### src/hw/rtl/cam_pkg.sv
// ----------------------------------------------------------------------------
// Cartridge address mapper package
// Shared widths, codes and pipeline beat types for the cartridge decoder.
// ----------------------------------------------------------------------------
package cam_pkg;

  // Offset space of the cartridge memories
  localparam int unsigned ROM_OFFSET_BITS  = 23;
  localparam int unsigned SRAM_OFFSET_BITS = 17;

  // Field and register widths
  localparam int unsigned ADDR_W      = 24;
  localparam int unsigned OFFSET_W    = 23;
  localparam int unsigned ROM_SIZE_W  = 24;
  localparam int unsigned SRAM_SIZE_W = 18;
  localparam int unsigned CFG_DATA_W  = 24;
  localparam int unsigned CFG_IDX_W   = 2;

  // Remainder unit: the divisor holds a size up to 2^ROM_OFFSET_BITS
  localparam int unsigned DSR_W = ROM_OFFSET_BITS + 1;
  // Widest wrapping offset before reduction is 22 bits, in the LoROM and HiROM ROM regions
  localparam int unsigned DVD_W          = 22;
  localparam int unsigned BITS_PER_STAGE = 2;
  localparam int unsigned MOD_STAGES     = DVD_W / BITS_PER_STAGE;

  localparam logic [ROM_SIZE_W-1:0]  ROM_LIM_MAX  = ROM_SIZE_W'(1) << ROM_OFFSET_BITS;
  localparam logic [SRAM_SIZE_W-1:0] SRAM_LIM_MAX = SRAM_SIZE_W'(1) << SRAM_OFFSET_BITS;

  typedef enum logic [2:0] {
    TGT_WRAM = 3'd0,
    TGT_IO   = 3'd1,
    TGT_ROM  = 3'd2,
    TGT_SRAM = 3'd3,
    TGT_NONE = 3'd4
  } tgt_e;

  typedef enum logic [1:0] {
    MAP_LOROM   = 2'd0,
    MAP_HIROM   = 2'd1,
    MAP_EXHIROM = 2'd2,
    MAP_NONE    = 2'd3
  } map_e;

  typedef logic [CFG_IDX_W-1:0] cfg_idx_t;
  localparam cfg_idx_t CFG_MAP_MODE  = 2'd0;
  localparam cfg_idx_t CFG_ROM_SIZE  = 2'd1;
  localparam cfg_idx_t CFG_SRAM_SIZE = 2'd2;

  typedef struct packed {
    map_e             mode;
    logic [DSR_W-1:0] rom_lim;
    logic [DSR_W-1:0] sram_lim;
  } cam_cfg_t;

  typedef struct packed {
    tgt_e             target;
    logic             do_mod;
    logic [DVD_W-1:0] dvd;
    logic [DSR_W-1:0] dsr;
    logic [DSR_W-1:0] rem;
  } cam_beat_t;

endpackage

### src/hw/rtl/cam_req_if.sv
// ----------------------------------------------------------------------------
// Access request channel
// Valid/ready channel carrying one bus access per beat.
// ----------------------------------------------------------------------------
interface cam_req_if
  import cam_pkg::*;
();
  logic              valid;
  logic              ready;
  logic              opcode;
  logic [ADDR_W-1:0] bus_address;

  modport source (output valid, output opcode, output bus_address, input ready);
  modport sink   (input valid, input opcode, input bus_address, output ready);
endinterface

### src/hw/rtl/cam_rsp_if.sv
// ----------------------------------------------------------------------------
// Decode result channel
// Valid/ready channel carrying one target and offset per beat.
// ----------------------------------------------------------------------------
interface cam_rsp_if
  import cam_pkg::*;
();
  logic                valid;
  logic                ready;
  tgt_e                target;
  logic [OFFSET_W-1:0] offset;

  modport source (output valid, output target, output offset, input ready);
  modport sink   (input valid, input target, input offset, output ready);
endinterface

### src/hw/rtl/cam_decode.sv
// ----------------------------------------------------------------------------
// Cartridge address decode stage
// Classifies the access and registers a beat for the remainder pipeline.
// ----------------------------------------------------------------------------
module cam_decode
  import cam_pkg::*;
(
  input  logic              clk_i,
  input  logic              rst_ni,
  input  logic              in_valid_i,
  output logic              in_ready_o,
  input  logic              opcode_i,
  input  logic [ADDR_W-1:0] bus_address_i,
  input  cam_cfg_t          cfg_i,
  output logic              out_valid_o,
  input  logic              out_ready_i,
  output cam_beat_t         out_beat_o
);

  logic [7:0]          bank;
  logic [15:0]         off;
  logic                sys;
  logic                want_sram;
  logic                want_wrap;
  logic                want_bound;
  logic [DVD_W-1:0]    sram_raw;
  logic [DVD_W-1:0]    wrap_raw;
  logic [OFFSET_W-1:0] bound_raw;
  cam_beat_t           beat_d;
  cam_beat_t           beat_q;
  logic                valid_q;

  assign bank = bus_address_i[23:16];
  assign off  = bus_address_i[15:0];
  assign sys  = bank inside {[8'h00:8'h3F], [8'h80:8'hBF]};

  // Cartridge region per layout
  always_comb begin
    want_sram  = 1'b0;
    want_wrap  = 1'b0;
    want_bound = 1'b0;
    sram_raw   = '0;
    wrap_raw   = '0;
    bound_raw  = '0;
    case (cfg_i.mode)
      MAP_LOROM: begin
        if (!off[15]) begin
          want_sram = bank inside {[8'h70:8'h7D], [8'hF0:8'hFF]};
          sram_raw  = DVD_W'({bank[3:0], off[14:0]});
        end else begin
          want_wrap = 1'b1;
          wrap_raw  = DVD_W'({bank[6:0], off[14:0]});
        end
      end
      MAP_HIROM: begin
        if ((bank inside {[8'h20:8'h3F], [8'hA0:8'hBF]}) &&
            (off inside {[16'h6000:16'h7FFF]})) begin
          want_sram = 1'b1;
          sram_raw  = DVD_W'({bank[4:0], off[12:0]});
        end else if ((bank >= 8'hC0) || (bank inside {[8'h40:8'h7D]}) || off[15]) begin
          want_wrap = 1'b1;
          wrap_raw  = DVD_W'({bank[5:0], off});
        end
      end
      MAP_EXHIROM: begin
        if ((bank inside {[8'h20:8'h3F]}) && (off inside {[16'h6000:16'h7FFF]})) begin
          want_sram = 1'b1;
          sram_raw  = DVD_W'({bank[4:0], off[12:0]});
        end else if (bank >= 8'hC0) begin
          want_bound = 1'b1;
          bound_raw  = OFFSET_W'({bank[5:0], off});
        end else if (off[15] && (bank inside {[8'h80:8'hBF]})) begin
          want_bound = 1'b1;
          bound_raw  = OFFSET_W'({2'b10, bank[5:0], off[14:0]});
        end else if (off[15] && (bank <= 8'h3F)) begin
          want_bound = 1'b1;
          bound_raw  = OFFSET_W'({2'b11, bank[5:0], off[14:0]});
        end
      end
      default: begin
      end
    endcase
  end

  // System areas take priority over the cartridge
  always_comb begin
    beat_d        = '0;
    beat_d.target = TGT_NONE;
    if (bank == 8'h7E || bank == 8'h7F) begin
      beat_d.target = TGT_WRAM;
      beat_d.rem    = DSR_W'({bank[0], off});
    end else if (sys && (off inside {[16'h2000:16'h5FFF]})) begin
      beat_d.target = TGT_IO;
      beat_d.rem    = DSR_W'(off);
    end else if (sys && off < 16'h2000) begin
      beat_d.target = TGT_WRAM;
      beat_d.rem    = DSR_W'(off);
    end else if (want_sram && cfg_i.sram_lim != '0) begin
      beat_d.target = TGT_SRAM;
      beat_d.do_mod = 1'b1;
      beat_d.dvd    = sram_raw;
      beat_d.dsr    = cfg_i.sram_lim;
    end else if (want_wrap && !opcode_i && cfg_i.rom_lim != '0) begin
      beat_d.target = TGT_ROM;
      beat_d.do_mod = 1'b1;
      beat_d.dvd    = wrap_raw;
      beat_d.dsr    = cfg_i.rom_lim;
    end else if (want_bound && !opcode_i &&
                 ({1'b0, bound_raw} < (OFFSET_W + 1)'(cfg_i.rom_lim))) begin
      beat_d.target = TGT_ROM;
      beat_d.rem    = DSR_W'(bound_raw);
    end
  end

  assign in_ready_o = !valid_q || out_ready_i;

  always_ff @(posedge clk_i or negedge rst_ni) begin
    if (!rst_ni) begin
      valid_q <= 1'b0;
    end else if (in_ready_o) begin
      valid_q <= in_valid_i;
    end
  end

  always_ff @(posedge clk_i) begin
    if (in_valid_i && in_ready_o) begin
      beat_q <= beat_d;
    end
  end

  assign out_valid_o = valid_q;
  assign out_beat_o  = beat_q;

endmodule

### src/hw/rtl/cam_mod_stage.sv
// ----------------------------------------------------------------------------
// Remainder pipeline stage
// Retires BITS_PER_STAGE restoring-division steps of the offset wrap.
// ----------------------------------------------------------------------------
module cam_mod_stage
  import cam_pkg::*;
(
  input  logic      clk_i,
  input  logic      rst_ni,
  input  logic      in_valid_i,
  output logic      in_ready_o,
  input  cam_beat_t in_beat_i,
  output logic      out_valid_o,
  input  logic      out_ready_i,
  output cam_beat_t out_beat_o
);

  cam_beat_t beat_d;
  cam_beat_t beat_q;
  logic      valid_q;

  // Shift in one dividend bit, subtract the divisor when it fits
  always_comb begin
    logic [DSR_W-1:0] r;
    beat_d = in_beat_i;
    r      = in_beat_i.rem;
    if (in_beat_i.do_mod) begin
      for (int k = 0; k < BITS_PER_STAGE; k++) begin
        r = {r[DSR_W-2:0], beat_d.dvd[DVD_W-1]};
        if (r >= beat_d.dsr) begin
          r = r - beat_d.dsr;
        end
        beat_d.dvd = beat_d.dvd << 1;
      end
      beat_d.rem = r;
    end
  end

  assign in_ready_o = !valid_q || out_ready_i;

  always_ff @(posedge clk_i or negedge rst_ni) begin
    if (!rst_ni) begin
      valid_q <= 1'b0;
    end else if (in_ready_o) begin
      valid_q <= in_valid_i;
    end
  end

  always_ff @(posedge clk_i) begin
    if (in_valid_i && in_ready_o) begin
      beat_q <= beat_d;
    end
  end

  assign out_valid_o = valid_q;
  assign out_beat_o  = beat_q;

endmodule

### src/hw/rtl/cartridge_address_mapper.sv
// ----------------------------------------------------------------------------
// Cartridge address mapper
// Decodes a 24-bit bus access into a memory target and a byte offset.
// ----------------------------------------------------------------------------
// Usage:
//   req_i carries one access per beat (opcode: read or write, bus_address).
//   rsp_o returns one beat per access, in order: target (work RAM, I/O, ROM,
//   SRAM or none) and the offset within that target; none gives offset 0.
//   The layout and the ROM and SRAM sizes are set on the write port
//   (cfg_we_i, cfg_index_i, cfg_data_i) while no access is in flight.
// Pipeline: the decode register loads at the edge that accepts a request,
//   then eleven stages of the remainder pipeline wrap ROM and SRAM
//   offsets modulo the configured size, two quotient bits per stage; the
//   last stage register raises the result.
// Throughput: one access per cycle, sustained while rsp_o.ready stays high.
// Reset: the layout comes up as none and both sizes as zero, so all
//   cartridge space decodes as none; the pipeline empties.
// Stall: each stage holds its beat while the one after it is full and
//   stalled; empty stages keep filling, so up to twelve beats queue up
//   before req_i.ready drops. Nothing is dropped or repeated.
// ----------------------------------------------------------------------------
module cartridge_address_mapper
  import cam_pkg::*;
(
  input  logic                  clk_i,
  input  logic                  rst_ni,
  cam_req_if.sink               req_i,
  cam_rsp_if.source             rsp_o,
  input  logic                  cfg_we_i,
  input  cfg_idx_t              cfg_index_i,
  input  logic [CFG_DATA_W-1:0] cfg_data_i
);

  map_e                   map_q;
  logic [ROM_SIZE_W-1:0]  rom_size_q;
  logic [SRAM_SIZE_W-1:0] sram_size_q;
  cam_cfg_t               cfg;

  cam_beat_t beat [MOD_STAGES+1];
  logic      vld  [MOD_STAGES+1];
  logic      rdy  [MOD_STAGES+1];

  // Configuration registers; an unknown index is dropped
  always_ff @(posedge clk_i or negedge rst_ni) begin
    if (!rst_ni) begin
      map_q       <= MAP_NONE;
      rom_size_q  <= '0;
      sram_size_q <= '0;
    end else if (cfg_we_i) begin
      case (cfg_index_i)
        CFG_MAP_MODE:  map_q       <= map_e'(cfg_data_i[1:0]);
        CFG_ROM_SIZE:  rom_size_q  <= cfg_data_i[ROM_SIZE_W-1:0];
        CFG_SRAM_SIZE: sram_size_q <= cfg_data_i[SRAM_SIZE_W-1:0];
        default: begin
        end
      endcase
    end
  end

  // Clamp oversized memories to the offset space
  always_comb begin
    cfg.mode     = map_q;
    cfg.rom_lim  = (rom_size_q > ROM_LIM_MAX) ? DSR_W'(ROM_LIM_MAX) : DSR_W'(rom_size_q);
    cfg.sram_lim = (sram_size_q > SRAM_LIM_MAX) ? DSR_W'(SRAM_LIM_MAX)
                                                : DSR_W'(sram_size_q);
  end

  // Decode stage
  cam_decode u_decode (
    .clk_i         (clk_i),
    .rst_ni        (rst_ni),
    .in_valid_i    (req_i.valid),
    .in_ready_o    (req_i.ready),
    .opcode_i      (req_i.opcode),
    .bus_address_i (req_i.bus_address),
    .cfg_i         (cfg),
    .out_valid_o   (vld[0]),
    .out_ready_i   (rdy[0]),
    .out_beat_o    (beat[0])
  );

  // Remainder pipeline; beats that need no wrap pass through untouched
  for (genvar s = 0; s < MOD_STAGES; s++) begin : g_mod
    cam_mod_stage u_stage (
      .clk_i       (clk_i),
      .rst_ni      (rst_ni),
      .in_valid_i  (vld[s]),
      .in_ready_o  (rdy[s]),
      .in_beat_i   (beat[s]),
      .out_valid_o (vld[s+1]),
      .out_ready_i (rdy[s+1]),
      .out_beat_o  (beat[s+1])
    );
  end

  // Last stage register drives the result channel
  assign rsp_o.valid     = vld[MOD_STAGES];
  assign rdy[MOD_STAGES] = rsp_o.ready;
  assign rsp_o.target    = beat[MOD_STAGES].target;
  assign rsp_o.offset    = OFFSET_W'(beat[MOD_STAGES].rem);

  // An unmapped access carries no offset
  a_none_zero: assert property (@(posedge clk_i) disable iff (!rst_ni)
    rsp_o.valid && rsp_o.target == TGT_NONE |-> rsp_o.offset == '0)
    else $error("unmapped result with non-zero offset");

  // A ROM hit lies inside the clamped ROM size
  a_rom_bound: assert property (@(posedge clk_i) disable iff (!rst_ni)
    rsp_o.valid && rsp_o.target == TGT_ROM
      |-> {1'b0, rsp_o.offset} < (OFFSET_W + 1)'(cfg.rom_lim))
    else $error("ROM offset beyond ROM size");

  // An SRAM hit lies inside the clamped SRAM size
  a_sram_bound: assert property (@(posedge clk_i) disable iff (!rst_ni)
    rsp_o.valid && rsp_o.target == TGT_SRAM
      |-> {1'b0, rsp_o.offset} < (OFFSET_W + 1)'(cfg.sram_lim))
    else $error("SRAM offset beyond SRAM size");

  // I/O offsets stay in the register window
  a_io_window: assert property (@(posedge clk_i) disable iff (!rst_ni)
    rsp_o.valid && rsp_o.target == TGT_IO
      |-> rsp_o.offset >= OFFSET_W'(16'h2000) && rsp_o.offset <= OFFSET_W'(16'h5FFF))
    else $error("I/O offset outside register window");

endmodule

### src/flat_wrapper.sv
// flat-port wrapper written by rule: the top's interface ports become plain ports
module cartridge_address_mapper_flat import cam_pkg::*;
  (clk_i, rst_ni, cfg_we_i, cfg_index_i, cfg_data_i, req_i_valid, req_i_opcode, req_i_bus_address, req_i_ready, rsp_o_valid, rsp_o_target, rsp_o_offset, rsp_o_ready);
  cam_req_if req_i_i ();
  cam_rsp_if rsp_o_i ();
  input  logic clk_i;
  input  logic rst_ni;
  input  logic cfg_we_i;
  input  cfg_idx_t cfg_index_i;
  input  logic [CFG_DATA_W-1:0] cfg_data_i;
  input wire logic [$bits(req_i_i.valid)-1:0] req_i_valid;
  input wire logic [$bits(req_i_i.opcode)-1:0] req_i_opcode;
  input wire logic [$bits(req_i_i.bus_address)-1:0] req_i_bus_address;
  output wire logic [$bits(req_i_i.ready)-1:0] req_i_ready;
  output wire logic [$bits(rsp_o_i.valid)-1:0] rsp_o_valid;
  output wire logic [$bits(rsp_o_i.target)-1:0] rsp_o_target;
  output wire logic [$bits(rsp_o_i.offset)-1:0] rsp_o_offset;
  input wire logic [$bits(rsp_o_i.ready)-1:0] rsp_o_ready;
  assign req_i_i.valid = req_i_valid;
  assign req_i_i.opcode = req_i_opcode;
  assign req_i_i.bus_address = req_i_bus_address;
  assign req_i_ready = req_i_i.ready;
  assign rsp_o_valid = rsp_o_i.valid;
  assign rsp_o_target = rsp_o_i.target;
  assign rsp_o_offset = rsp_o_i.offset;
  assign rsp_o_i.ready = rsp_o_ready;
  cartridge_address_mapper u_core (.clk_i(clk_i), .rst_ni(rst_ni), .req_i(req_i_i), .rsp_o(rsp_o_i), .cfg_we_i(cfg_we_i), .cfg_index_i(cfg_index_i), .cfg_data_i(cfg_data_i));
endmodule
### config.mk
export PLATFORM = sky130hd
export DESIGN_NAME = cartridge_address_mapper_flat
export DESIGN_NICKNAME = d
export VERILOG_FILES = /design/src/hw/rtl/cam_pkg.sv /design/src/hw/rtl/cam_req_if.sv /design/src/hw/rtl/cam_rsp_if.sv /design/src/hw/rtl/cam_decode.sv /design/src/hw/rtl/cam_mod_stage.sv /design/src/hw/rtl/cartridge_address_mapper.sv /design/src/flat_wrapper.sv
export SDC_FILE = /design/constraint.sdc
export NUM_CORES = 2
export LEC_CHECK = 0
export BUFFER_PORTS_ARGS = -buffer_cell sky130_fd_sc_hd__buf_2
export CAP_MARGIN = 20
export CORE_ASPECT_RATIO = 1.5
export CORE_MARGIN = 1.5
export CORE_UTILIZATION = 60
export DETAILED_ROUTE_END_ITERATION = 8
export GPL_TIMING_DRIVEN = 0
export HOLD_SLACK_MARGIN = 0.12
export PLACE_DENSITY = 0.88
export SLEW_MARGIN = 20
export SYNTH_ARGS = -nofsm -noshare
export SYNTH_HDL_FRONTEND = slang
export SYNTH_HIERARCHICAL = 1
export SYNTH_SLANG_ARGS = --single-unit
### constraint.sdc
create_clock -name clk_i -period 12.6 [get_ports clk_i]
set_input_delay 1.89 -clock clk_i [delete_from_list [all_inputs] [get_ports clk_i]]
set_output_delay 1.89 -clock clk_i [all_outputs]
set_load 0.01 [all_outputs]
==> qor.csv <==
stage;metric;value;unit
synth;syn_inst;6773;
setup_path;reg2reg_slack;6010;ps
hold_path;min_from;u_core/g_mod[5].u_stage/out_beat_o[73];
clock_network;cts-buffers-inserted;78;
sta;hold_viol;0;
grt;grt_pass1_vias;54280;
final_layout;stdcell_area;69690;sq um
clock_network;cts-resized-gates;0;
final_layout;final_cells;8434;
run_status;status;completed;
routing;wl;197600;um
clock_network;clockBufferDepth;3;
final_layout;area_growth;8.107;%
final_layout;layout_commonest_cell;edfxtp_1;
setup_path;r2r_cells;21;
final_layout;layout_common_cells;edfxtp_1, nor2_1, ha_1;
hold_path;hold_path.class;reg -> reg;
clock_network;postCtsHoldBufs;0;
routing;drc;0;
synth;syn_area;64470;sq um
floorplan;start_util;60.33;%
clock_network;clk_pin_slew_worst_paths;70;ps
clock_network;tritoncts;yes;
hold_path;whs_path_depth;0;
sta;slew_headroom;34.90;%
floorplan;pin_count;84;
floorplan;die_h;404.5;um
setup_path;r2r-start;u_core/g_mod[6].u_stage/out_beat_o[24];
sta;max_freq;149.2;MHz
placement;placed_cell_area;66970;sq um
placement;numPortBuffers;80;
sta;period_needed;6701;ps
setup_path;rr_endpoint;u_core/g_mod[7].u_stage/out_beat_o[1];
grt;overflow;0;
clock_network;cts_htree_levels;3;
routing;vias;55160;
placement;placedCellCount;8289;
floorplan;row_count;147;
setup_path;worstPathArrival;4810;ps
routing;viasPerCell;6.541;
placement;place.gp.congestion;0.9892;
floorplan;core;106900;sq um
sta;finalClockSkew;87.75;ps
setup_path;critPathRequiredTime;10710;ps
floorplan;die-area;109500;sq um
final_layout;final_nets;7582;
routing;routedWlPerCell;23.43;um
floorplan;die_w;270.6;um
setup_path;worstPathMaxFanout;3;
synth;syn_area_per_cell;9.518;sq um
setup_path;cp-start-kind;primary input;
sta;drv_slew;0;
placement;hpwl;158200;um
sta;worst_pin_slew;976.5;ps
sta;setup_tns;0;ps
sta;period_share;53.18;%
clock_network;clkSinkCount;775;
clock_network;clk_latency;740;ps
final_layout;drive_gt1_share;11.43;%
grt;grt_pass1_wl;303400;um
grt;antenna_found_initial;2;
routing;drt_iter0_drc;5026;
routing;ant_nets;0;
clock_network;cts_root_buf;clkbuf_16;
synth;ys_warn_count;6;
clock_network;postCtsSetupBuffers;0;
grt;grt_max_degree;59;
setup_path;crit_path_end_kind;primary output;
sta;setup_viol;0;
hold_path;hold_path_end;u_core/g_mod[6].u_stage/out_beat_o[73];
grt;grt_use_total;35.41;%
routing;first_pass_iters;9;
setup_path;crit_type;in -> out;
sta;rsz0062_at_grt;false;
run;maxCapViolCount;0;
## worst max-delay path, stage by stage
cell      delay, ps
buf_2           150
nand2b_1        230
nand2b_1        240
nand2b_1        210
nand2b_1        220
nand2b_1        200
nand2b_1        220
nand2b_1        210
nand2b_1        210
nand2b_1        210
nand2b_1        210
nand2b_1        220
nand2b_1        230
buf_2           170
## worst max-delay path by stage
stage                                                 startpoint                                     end  slack, ps  cells past startpoint
after floorplan                                      rsp_o_ready                             req_i_ready       6940                     12
after global placement                               rsp_o_ready  u_core/g_mod[0].u_stage/out_beat_o[47]       6070                     13
after detailed placement  u_core/g_mod[6].u_stage/out_beat_o[24]  u_core/g_mod[7].u_stage/out_beat_o[21]       6180                     21
after CTS                                            rsp_o_ready                             req_i_ready       5960                     14
after global routing      u_core/g_mod[6].u_stage/out_beat_o[24]   u_core/g_mod[7].u_stage/out_beat_o[1]       5720                     21
final                                                rsp_o_ready                             req_i_ready       5900                     14
## sequential cells by signal, summed over array words and instances (netlist names)
| name | count |
|---|---|
| u_core/u_decode/out_beat_o | 73 |
| u_core/u_decode/out_valid_o | 1 |
| u_core/sram_size_q | 18 |
| u_core/g_mod.u_stage/out_valid_o | 11 |
| u_core/rom_size_q | 24 |
| u_core/g_mod.u_stage/out_beat_o | 646 |
| u_core/map_q | 2 |
## through the flow
step | hold slack [ps] | setup slack, ps | util [%]
global placement | 400.8 | 6073 | 62.40
detailed placement | 405.4 | 6179 | 62.67
floorplan | 400.3 | 6937 | -
CTS | 414.6 | 5961 | 65.21
finish | 401.8 | 5899 | 65.22
global route | 423.8 | 5719 | 65.21
## per-layer routing
layer  track usage (%)  vias up  routed length [um]
li1                  -    25680                   -
met1             38.02    26270               71370
met2             62.56     2410               97640
met3             4.724      805               11170
met4             28.17        2               17450
met5                 0        -                  13
## layout make-up
cell class              count  area (sq um)
well taps                1415          1770
repair buffers             90         663.1
clock buffers              88          1999
fillers                  8686         37170
diodes                      1         2.502
clock inverters            56         721.9
multi-input cells        5294         38290
flip-flops and latches    775         22990
inverters                 442          1659
plain buffers             273          1588
Power is left out: the tool's default activity adds up to more than one toggle a clock period on the data nets, which glitch-free logic cannot reach.
